==> src/rtl/rcr_pkg.sv <==
// shared types, constants and the sine table builder for the raycast column renderer
`timescale 1ns / 1ps
package rcr_pkg;

  // sizing
  localparam int MAP_CELLS     = 4096;
  localparam int MAP_AW        = $clog2(MAP_CELLS);
  localparam int SCREEN_HEIGHT = 64;
  localparam int TRIG_ENTRIES  = 4096;
  localparam int ANGLE_W       = 12;
  localparam int TRIG_SHIFT    = ANGLE_W - $clog2(TRIG_ENTRIES);
  localparam int QUARTER       = 1024;
  localparam int SIN_W         = 16;
  localparam int DIV_NUM_W     = 21;
  localparam int DIV_DEN_W     = 16;
  localparam int DIST_W        = 15;
  localparam int POS_W         = 32;
  localparam int INC_W         = 25;
  localparam int CEIL_W        = 17;
  localparam int CFG_W         = 14;

  // pixel colors
  localparam logic [31:0] COL_CEIL  = 32'hFFFF0000;
  localparam logic [31:0] COL_WALL  = 32'hFF0000FF;
  localparam logic [31:0] COL_FLOOR = 32'hFF00FF00;

  // sine table constants, Q28
  localparam logic [63:0] Q28_ONE          = 64'd268435456;
  localparam logic [63:0] RAD_PER_UNIT_Q28 = 64'd411775;

  // configuration register indexes
  localparam logic [2:0] CFG_FOV          = 3'd0;
  localparam logic [2:0] CFG_MAX_DISTANCE = 3'd1;
  localparam logic [2:0] CFG_STEP_SIZE    = 3'd2;
  localparam logic [2:0] CFG_MAP_WIDTH    = 3'd3;
  localparam logic [2:0] CFG_MAP_HEIGHT   = 3'd4;
  localparam logic [2:0] CFG_SCREEN_WIDTH = 3'd5;

  localparam logic ACT_WRITE  = 1'b0;
  localparam logic ACT_RENDER = 1'b1;

  typedef struct packed {
    logic        action;
    logic [11:0] cell_index;
    logic        cell_is_wall;
    logic [9:0]  column;
    logic [13:0] player_x;
    logic [13:0] player_y;
    logic [11:0] player_angle;
  } in_item_t;

  typedef struct packed {
    logic [9:0]  out_column;
    logic [5:0]  row;
    logic [31:0] pixel_color;
    logic [13:0] wall_distance;
    logic        last_of_column;
  } out_item_t;

  typedef enum logic [3:0] {
    ST_CLEAR,
    ST_IDLE,
    ST_ANG_START,
    ST_ANG_WAIT,
    ST_SIN_X,
    ST_SIN_Y,
    ST_TRIG_Y,
    ST_M_ADV,
    ST_M_ADDR,
    ST_M_TEST,
    ST_ROW_START,
    ST_ROW_WAIT,
    ST_EMIT
  } state_t;

  // controller to datapath
  typedef struct packed {
    logic clr_step;
    logic map_write;
    logic load_item;
    logic div_start;
    logic div_row;
    logic ang_latch;
    logic trig_y;
    logic cap_sx;
    logic march_init;
    logic march_adv;
    logic march_addr;
    logic march_test;
    logic row_latch;
    logic emit_load;
  } dp_cmd_t;

  // datapath to controller
  typedef struct packed {
    logic clear_last;
    logic div_done;
    logic march_go;
    logic march_done;
    logic out_free;
    logic last_row;
  } dp_status_t;

  typedef logic [SIN_W-2:0] sin_tab_t [0:QUARTER];

  // quarter wave sine, degree 9 series in Q28, rounded to Q14
  function automatic sin_tab_t sin_table();
    sin_tab_t    tab;
    logic [63:0] x;
    logic [63:0] x2;
    logic [63:0] t;
    logic [63:0] s;
    logic [63:0] r;
    for (int a = 0; a <= QUARTER; a++) begin
      x  = 64'(a) * RAD_PER_UNIT_Q28;
      x2 = (x * x) >> 28;
      t  = Q28_ONE - x2 / 72;
      t  = Q28_ONE - ((x2 * t) >> 28) / 42;
      t  = Q28_ONE - ((x2 * t) >> 28) / 20;
      t  = Q28_ONE - ((x2 * t) >> 28) / 6;
      s  = (x * t) >> 28;
      r  = (s + 64'd8192) >> 14;
      if (r > 64'd16384) begin
        r = 64'd16384;
      end
      tab[a] = r[SIN_W-2:0];
    end
    return tab;
  endfunction

endpackage

==> src/rtl/rcr_ctrl.sv <==
// controller state machine sequencing clear, angle, trig, march, row bounds and emission
`timescale 1ns / 1ps
module rcr_ctrl import rcr_pkg::*; (
  input  logic       clk,
  input  logic       rst,
  input  logic       in_valid,
  input  logic       in_action,
  input  dp_status_t st,
  output dp_cmd_t    cmd,
  output logic       in_ready
);

  state_t state;
  state_t state_next;

  always_ff @(posedge clk) begin
    if (rst) begin
      state <= ST_CLEAR;
    end else begin
      state <= state_next;
    end
  end

  // next state and commands
  always_comb begin
    state_next = state;
    cmd        = '0;
    in_ready   = 1'b0;
    unique case (state)
      ST_CLEAR: begin
        cmd.clr_step = 1'b1;
        if (st.clear_last) begin
          state_next = ST_IDLE;
        end
      end
      ST_IDLE: begin
        in_ready = 1'b1;
        if (in_valid) begin
          if (in_action == ACT_RENDER) begin
            cmd.load_item = 1'b1;
            state_next    = ST_ANG_START;
          end else begin
            cmd.map_write = 1'b1;
          end
        end
      end
      ST_ANG_START: begin
        cmd.div_start = 1'b1;
        state_next    = ST_ANG_WAIT;
      end
      ST_ANG_WAIT: begin
        if (st.div_done) begin
          cmd.ang_latch = 1'b1;
          state_next    = ST_SIN_X;
        end
      end
      ST_SIN_X: begin
        state_next = ST_SIN_Y;
      end
      ST_SIN_Y: begin
        cmd.trig_y = 1'b1;
        cmd.cap_sx = 1'b1;
        state_next = ST_TRIG_Y;
      end
      ST_TRIG_Y: begin
        cmd.march_init = 1'b1;
        state_next     = st.march_go ? ST_M_ADV : ST_ROW_START;
      end
      ST_M_ADV: begin
        cmd.march_adv = 1'b1;
        state_next    = ST_M_ADDR;
      end
      ST_M_ADDR: begin
        cmd.march_addr = 1'b1;
        state_next     = ST_M_TEST;
      end
      ST_M_TEST: begin
        cmd.march_test = 1'b1;
        state_next     = st.march_done ? ST_ROW_START : ST_M_ADV;
      end
      ST_ROW_START: begin
        cmd.div_start = 1'b1;
        cmd.div_row   = 1'b1;
        state_next    = ST_ROW_WAIT;
      end
      ST_ROW_WAIT: begin
        cmd.div_row = 1'b1;
        if (st.div_done) begin
          cmd.row_latch = 1'b1;
          state_next    = ST_EMIT;
        end
      end
      ST_EMIT: begin
        if (st.out_free) begin
          cmd.emit_load = 1'b1;
          if (st.last_row) begin
            state_next = ST_IDLE;
          end
        end
      end
      default: state_next = ST_IDLE;
    endcase
  end

endmodule

==> config.mk <==
export PLATFORM = sky130hd
export DESIGN_NAME = rcr_ctrl
export DESIGN_NICKNAME = d
export VERILOG_FILES = /design/src/rtl/rcr_pkg.sv /design/src/rtl/rcr_ctrl.sv
export SDC_FILE = /design/constraint.sdc
export NUM_CORES = 1
export LEC_CHECK = 0
export ABC_CLOCK_PERIOD_IN_PS = 2900
export BUFFER_PORTS_ARGS = -buffer_cell sky130_fd_sc_hd__buf_2
export CAP_MARGIN = 20
export CORE_AREA = 2 2 39 41
export DETAILED_ROUTE_END_ITERATION = 12
export DIE_AREA = 0 0 41 43
export GPL_ROUTABILITY_DRIVEN = 0
export HOLD_SLACK_MARGIN = 0.02
export PLACE_DENSITY = 0.77
export SLEW_MARGIN = 30
export SYNTH_ARGS = -nofsm -noshare
export SYNTH_HDL_FRONTEND = slang
export SYNTH_SLANG_ARGS = --single-unit
==> constraint.sdc <==
create_clock -name clk -period 2.9 [get_ports clk]
set_clock_uncertainty 0.1 [all_clocks]
set_input_delay 0.29 -clock clk [delete_from_list [all_inputs] [get_ports clk]]
set_output_delay 0.29 -clock clk [all_outputs]
set_load 0.01 [all_outputs]
After elaboration in Yosys (flattened, before gate mapping)
Index checks and enable logic that the tools add are counted.

storage, ports and cells
  output and inout bits = 15
  register bits after elaboration = 4
  input port bits = 10
  logic and storage cells = 52

cells by class
  reductions and logical operators = 4
  equality and inequality tests = 19
  mux-type cells = 28

operators by type and width
  kind                                            count
  one-hot mux 4 bit (13 select lines)             1
  2-to-1 mux 4 bit                                9
  == test 4 bit (second input constant)           5
  == test 4 x 3 -> 1 bit (second input constant)  4
  2-to-1 mux 1 bit                                15
  inequality test 2 bit (second input constant)   7
  == test 4 x 2 -> 1 bit (second input constant)  2
  AND reduction 7 bit                             1
  2-to-1 mux 2 bit                                3
  == test 4 x 1 -> 1 bit (second input constant)  1
  zero test 4 bit                                 1
  OR reduction 2 bit                              2

Depth between registers and ports, before layout
Gate-level depths: netlist of run 1.

  depth after elaboration = 3
  gate-level depth with buffers = 5
  depth with buffers taken out = 4

Worst setup path before layout of run 1
No wires, ideal clock.

  kind = reg2out
  from = register state[3]
  to = output cmd[7] in the netlist's numbering
  path buffers = 2
  path slack = 1.240 ns
  required time = 2.510 ns
  arrival = 1.270 ns
  stages on the path, launching flop included = 5
  cell sequence = dfxtp_1 > buf_4 > nand2b_1 > nor3b_1 > buf_4

RTL lines
  what                    line            text
  from (decl)             rcr_ctrl.sv:13  state_t state;
  from (signal assigned)  rcr_ctrl.sv:20  state <= state_next;
  to (decl)               rcr_ctrl.sv:9   output dp_cmd_t cmd,

==> results.toml, run 1 <==
[pwr]
p_total_mw = 0.391
ir_worst_vdd_uv = 244
switchingPower_mw = 0.177
combPwrFrac = 0.499
pwr_density_cell_nw_per_um2 = 659
switching_share = 0.453
p_clk_frac = 0.186
p_int_mw = 0.214
p_leak_nw = 0.277
sequentialPowerShare = 0.315

[global_routing]
first_global_vias = 474
antenna_found_initial = 0
grt_pass1_wl_mm = 1.75
overflow = 0
grt_max_degree = 17
gr-usage-all-layers = 0.154

[yosys]
synth_edf_count = 0
ys_seq_area_frac = 0.171
synth_fp_nets = 74
ys_types = 33
async_flop_share = 0
synth_flop_cell = "dfxtp_1"
synth_area_um2 = 469
yosys_warnings = 0
syn-instance-count = 64
avgSynthCellArea_um2 = 7.33
synth-seq-cells = 4

[final_layout]
layout-drive-gt1-share = 0.430
mostFrequentLayoutCells = "24 x buf_2, 7 x nand2_1, 6 x nor2_1"
regMostFlops = "state"
mostFrequentLayoutCell = "buf_2"
area_growth_pct = 26.7
biggestRegsByFlops = "state (4)"
fin_nets = 98
insertedDiodeCount = 0
largest_reg_flops = 4

[drt]
drt_iter0_drc = 10
finalWirelength_mm = 1.13
drc = 0
num_vias = 539
viasPerCell = 5.28
drtAntennaViolNets = 0
wl_per_cell_um = 11.1
drt_pass1_iterations = 4

[sta]
setup_violations = 0
worstMarginPinSlew_ps = 515
hold_viol_final = 0
slew_viol_final = 0
maxSlewHeadroom = 0.656
period_share = 0.686
rsz0062_at_grt = "false"
fin_tns_setup_ps = 0
min_period_ps = 1990
fmax_mhz = 502

[floorplanning]
ioPinCount = 25
initial_core_util = 0.339
fp.dieH_um = 43
dieArea_um2 = 1760
die_x_um = 41
row_count = 14
fp.coreArea_um2 = 1380

[run_status]
status = "finished, final reports clean"

[setup_path]
startpoint_type = "flip-flop"
worst-path-buf-inv = 1
cp-end-kind = "primary output"
worstPathRequired_ps = 2510
worstPathArrival_ps = 1600
critPathKind = "flip-flop to primary output"
critPathMaxStageDelay_ps = 590
critPathSlowestCell = "dfxtp_1"
path_cells = "nor4b_2 > and3_1 > buf_2"
critPathMaxFanout = 16
crit_family = "simple AND/OR/NAND/NOR gates"

[min_path]
hold_path.class = "input port to flip-flop"

[placement]
dpl.hpwl_um = 868
port_buffers = 24

[clock_network]
cts_max_level = 1
path_clk_slew_ps = 40
cts_tree = "done"
clock_latency_ps = 250
cts_setup_buffers = 0
hold_buffers = 0
clockBufferDepth = 2
numCtsBuffers = 3
numClockSinks = 4
cts_root_buf = "clkbuf_4"
cts_resized = 0

[flow_run]
maxCapViolCount = 0
path summary, 6_finish.rpt:
path	startpoint	endpoint	slack [ps]	cells after the start
setup / recovery	state[0]	cmd[11]	910	3
setup reg to reg	state[2]	state[3]	1140	4
hold reg to reg	state[0]	state[1]	660	1
hold / removal	rst	state[3]	190	2
layout make-up:
class / instances / area [um^2]
Fill cell: 144 / 790
Multi-Input combinational cell: 51 / 337
Timing Repair Buffer: 24 / 120
Sequential cell: 4 / 80.1
Clock buffer: 3 / 22.5
Tap cell: 16 / 20.0
Inverter: 4 / 15.0
Yosys cell counts, types with 2 or more instances:
master	instances	area share
and2_1	2	0.027
dfxtp_1	4	0.17
inv_1	3	0.024
nor2_1	6	0.048
nand2b_1	3	0.040
o21ai_0	2	0.021
nand2_1	7	0.056
a21oi_1	4	0.043
or2b_1	2	0.032
nand3b_1	2	0.032
nor3_1	3	0.032
buf_4	5	0.080
cell families (layout without fill, tap and decap cells):
kind of cell / after synthesis / after routing / share of synthesized area
compound gates: 16 / 16 / 0.267
buf+inv: 9 / 31 / 0.112
flops: 4 / 4 / 0.171
simple gates: 35 / 35 / 0.451
worst register-to-register path, stage by stage (launching register included):
cell and delay, ps:
dfxtp_1 630, nor4bb_1 390, a21boi_2 230, nor2_1 80
a311oi_2 250
stage by stage:
stage	instances	hold slack (ps)	util	setup slack [ps]	cell area, um^2
finish	102	185	0.429	909	594
global route	102	183	0.429	784	594
CTS	102	178	0.429	896	594
detailed placement	99	434	0.413	1150	572
global placement	99	430	0.413	1200	572
floorplan	64	258	-	1240	469
per-layer routing:
layer / vias to the layer above / global-route usage / share of wire
li1: 274 / - / -
met4: 0 / 0.113 / 0.026
met1: 247 / 0.148 / 0.40
met5: - / 0 / 0
met2: 13 / 0.231 / 0.52
met3: 5 / 0.0838 / 0.053
power by group through the flow:
stage | clock (mW) | combinational, mW | sequential, mW
after global placement | 0 | 0.193 | 0.123
after floorplan | 0 | 0.187 | 0.0874
final | 0.0728 | 0.195 | 0.123
after global routing | 0.0821 | 0.218 | 0.128
after detailed placement | 0 | 0.196 | 0.124
after CTS | 0.0756 | 0.197 | 0.123
No activity file was read; power rests on OpenSTA's default activity.
==> inputs of run 2 (changes only) <==
--- a/config.mk
+++ b/config.mk
@@ -5,7 +5,7 @@
 export SDC_FILE = /design/constraint.sdc
 export NUM_CORES = 1
 export LEC_CHECK = 0
-export ABC_CLOCK_PERIOD_IN_PS = 2900
+export ABC_CLOCK_PERIOD_IN_PS = 1800
 export BUFFER_PORTS_ARGS = -buffer_cell sky130_fd_sc_hd__buf_2
 export CAP_MARGIN = 20
 export CORE_AREA = 2 2 39 41
@@ -13,7 +13,7 @@
 export DIE_AREA = 0 0 41 43
 export GPL_ROUTABILITY_DRIVEN = 0
 export HOLD_SLACK_MARGIN = 0.02
-export PLACE_DENSITY = 0.77
+export PLACE_DENSITY = 0.8
 export SLEW_MARGIN = 30
 export SYNTH_ARGS = -nofsm -noshare
 export SYNTH_HDL_FRONTEND = slang
==> constraint.sdc (replaced) <==
create_clock -name clk -period 1.8 [get_ports clk]
set_clock_uncertainty 0.1 [all_clocks]
set_input_delay 0.18 -clock clk [delete_from_list [all_inputs] [get_ports clk]]
set_output_delay 0.18 -clock clk [all_outputs]
set_load 0.01 [all_outputs]
==> run 2 against run 1 <==
Net effect: sequential power increased by 29%; count of clock-buffer cells in the layout unchanged; worst setup slack got worse by 780 ps; largest power group unchanged; routed wire length increased by 1.9%; via count decreased by 0.37%; non-clock buffer count increased by 4; worst hold slack got worse by 100 ps; highest routed layer is now met3; combinational power increased by 110%; sequential cell count unchanged; final cell count increased by 3.9%.
==> results.toml, run 2 (synthesis gave the netlist of run 1 again) <==
[global_routing]
grt_pass1_wl_mm = 1.87
antenna_found_initial = 0
first_global_vias = 471
gr-usage-all-layers = 0.150
grt_max_degree = 14
overflow = 0

[drt]
drt_pass1_iterations = 4
viasPerCell = 5.07
num_vias = 537
finalWirelength_mm = 1.15
drc = 0
drtAntennaViolNets = 0
drt_iter0_drc = 10
wl_per_cell_um = 10.9

[final_layout]
largest_reg_flops = 4
area_growth_pct = 36.3
fin_nets = 102
mostFrequentLayoutCells = "24 x buf_2, 7 x nand2_1, 6 x nor2_1"
mostFrequentLayoutCell = "buf_2"
ff_latch_area_um2 = 81.3
final_util = 0.462
layout-drive-gt1-share = 0.478
stdcell_count = 106
regMostFlops = "state"
biggestRegsByFlops = "state (4)"
multi_input_area_um2 = 350
insertedDiodeCount = 0
n_fill_cell = 139

[min_path]
whs_path_depth = 2
hold_path.class = "input port to flip-flop"

[run_status]
status = "finished, final reports clean"

[placement]
dpl.hpwl_um = 928
placedCellCount = 103
port_buffers = 24

[clock_network]
path_clk_slew_ps = 40
numClockSinks = 4
numCtsBuffers = 3
cts_tree = "done"
clock_latency_ps = 230
cts_max_level = 1
clockBufferDepth = 2
hold_buffers = 0
cts_root_buf = "clkbuf_4"

[pwr]
p_leak_nw = 0.303
ir_worst_vdd_uv = 602
pwr_density_cell_nw_per_um2 = 1060

[sta]
rsz0062_at_grt = "false"
slew_viol_final = 0
min_period_ps = 1670
fmax_mhz = 599
period_share = 0.927
hold_viol_final = 0
setup_violations = 0
worstMarginPinSlew_ps = 340
fin_tns_setup_ps = 0
maxSlewHeadroom = 0.770

[floorplanning]
fp.dieH_um = 43
initial_core_util = 0.339
row_count = 14
dieArea_um2 = 1760
fp.coreArea_um2 = 1380
die_x_um = 41
ioPinCount = 25

[setup_path]
worstPathRequired_ps = 1520
cp-end-kind = "primary output"
critPathKind = "flip-flop to primary output"
worstPathArrival_ps = 1390
reg2reg_depth = 4
critPathMaxFanout = 9
startpoint_type = "flip-flop"

[flow_run]
maxCapViolCount = 0
-- run 2: worst max-delay path, stage by stage, from the launching register on --
cell,delay (ps)
dfxtp_1,440
buf_4,210
nand2b_1,140
nor3b_2,220
buf_2,150
-- run 2: routing by layer --
layer | vias up | wire length, um | share of wire | track usage
met5 | - | 0 | 0 | 0
met4 | 0 | 0 | 0 | 0.0400
met3 | 0 | 53 | 0.046 | 0.0314
met2 | 14 | 591 | 0.51 | 0.256
met1 | 243 | 507 | 0.44 | 0.179
li1 | 280 | - | - | -
-- run 2: path summary, 6_finish.rpt --
path / start / end / slack (ps)
worst max-delay path: state[0] / cmd[6] / 130
worst min-delay path: rst / state[1] / 80
worst max register to register: state[0] / state[3] / 210
worst min register to register: state[2] / state[1] / 510
-- run 2: report_power, final --
part | switching (mW) | total (mW) | internal, mW
clock | 0.0350 | 0.110 | 0.0745
combinational | 0.211 | 0.407 | 0.196
sequential | 0.0451 | 0.159 | 0.114
-- run 2: timing repair --
item,4_1_cts,5_1_grt
buffers inserted,0,0
resized for setup,0,3
endpoints found under the setup margin,0,6
-- run 2: layout make-up --
cell class | instances | share of cell area
inverter | 4 | 0.0235
tap | 16 | 0.0313
sequential | 4 | 0.127
clock buffer | 3 | 0.0352
timing repair buffer | 28 | 0.235
multi-input combinational | 51 | 0.548
-- run 2: stage by stage --
step                cell area, um^2  power (mW)  hold WS [ps]  setup slack, ps
floorplan                       469       0.443           148              250
global placement                602       0.538           322              265
detailed placement              602       0.546           319              233
CTS                             624       0.660          80.8             38.6
global route                    639       0.734          92.4             52.6
finish                          639       0.676          81.8              131
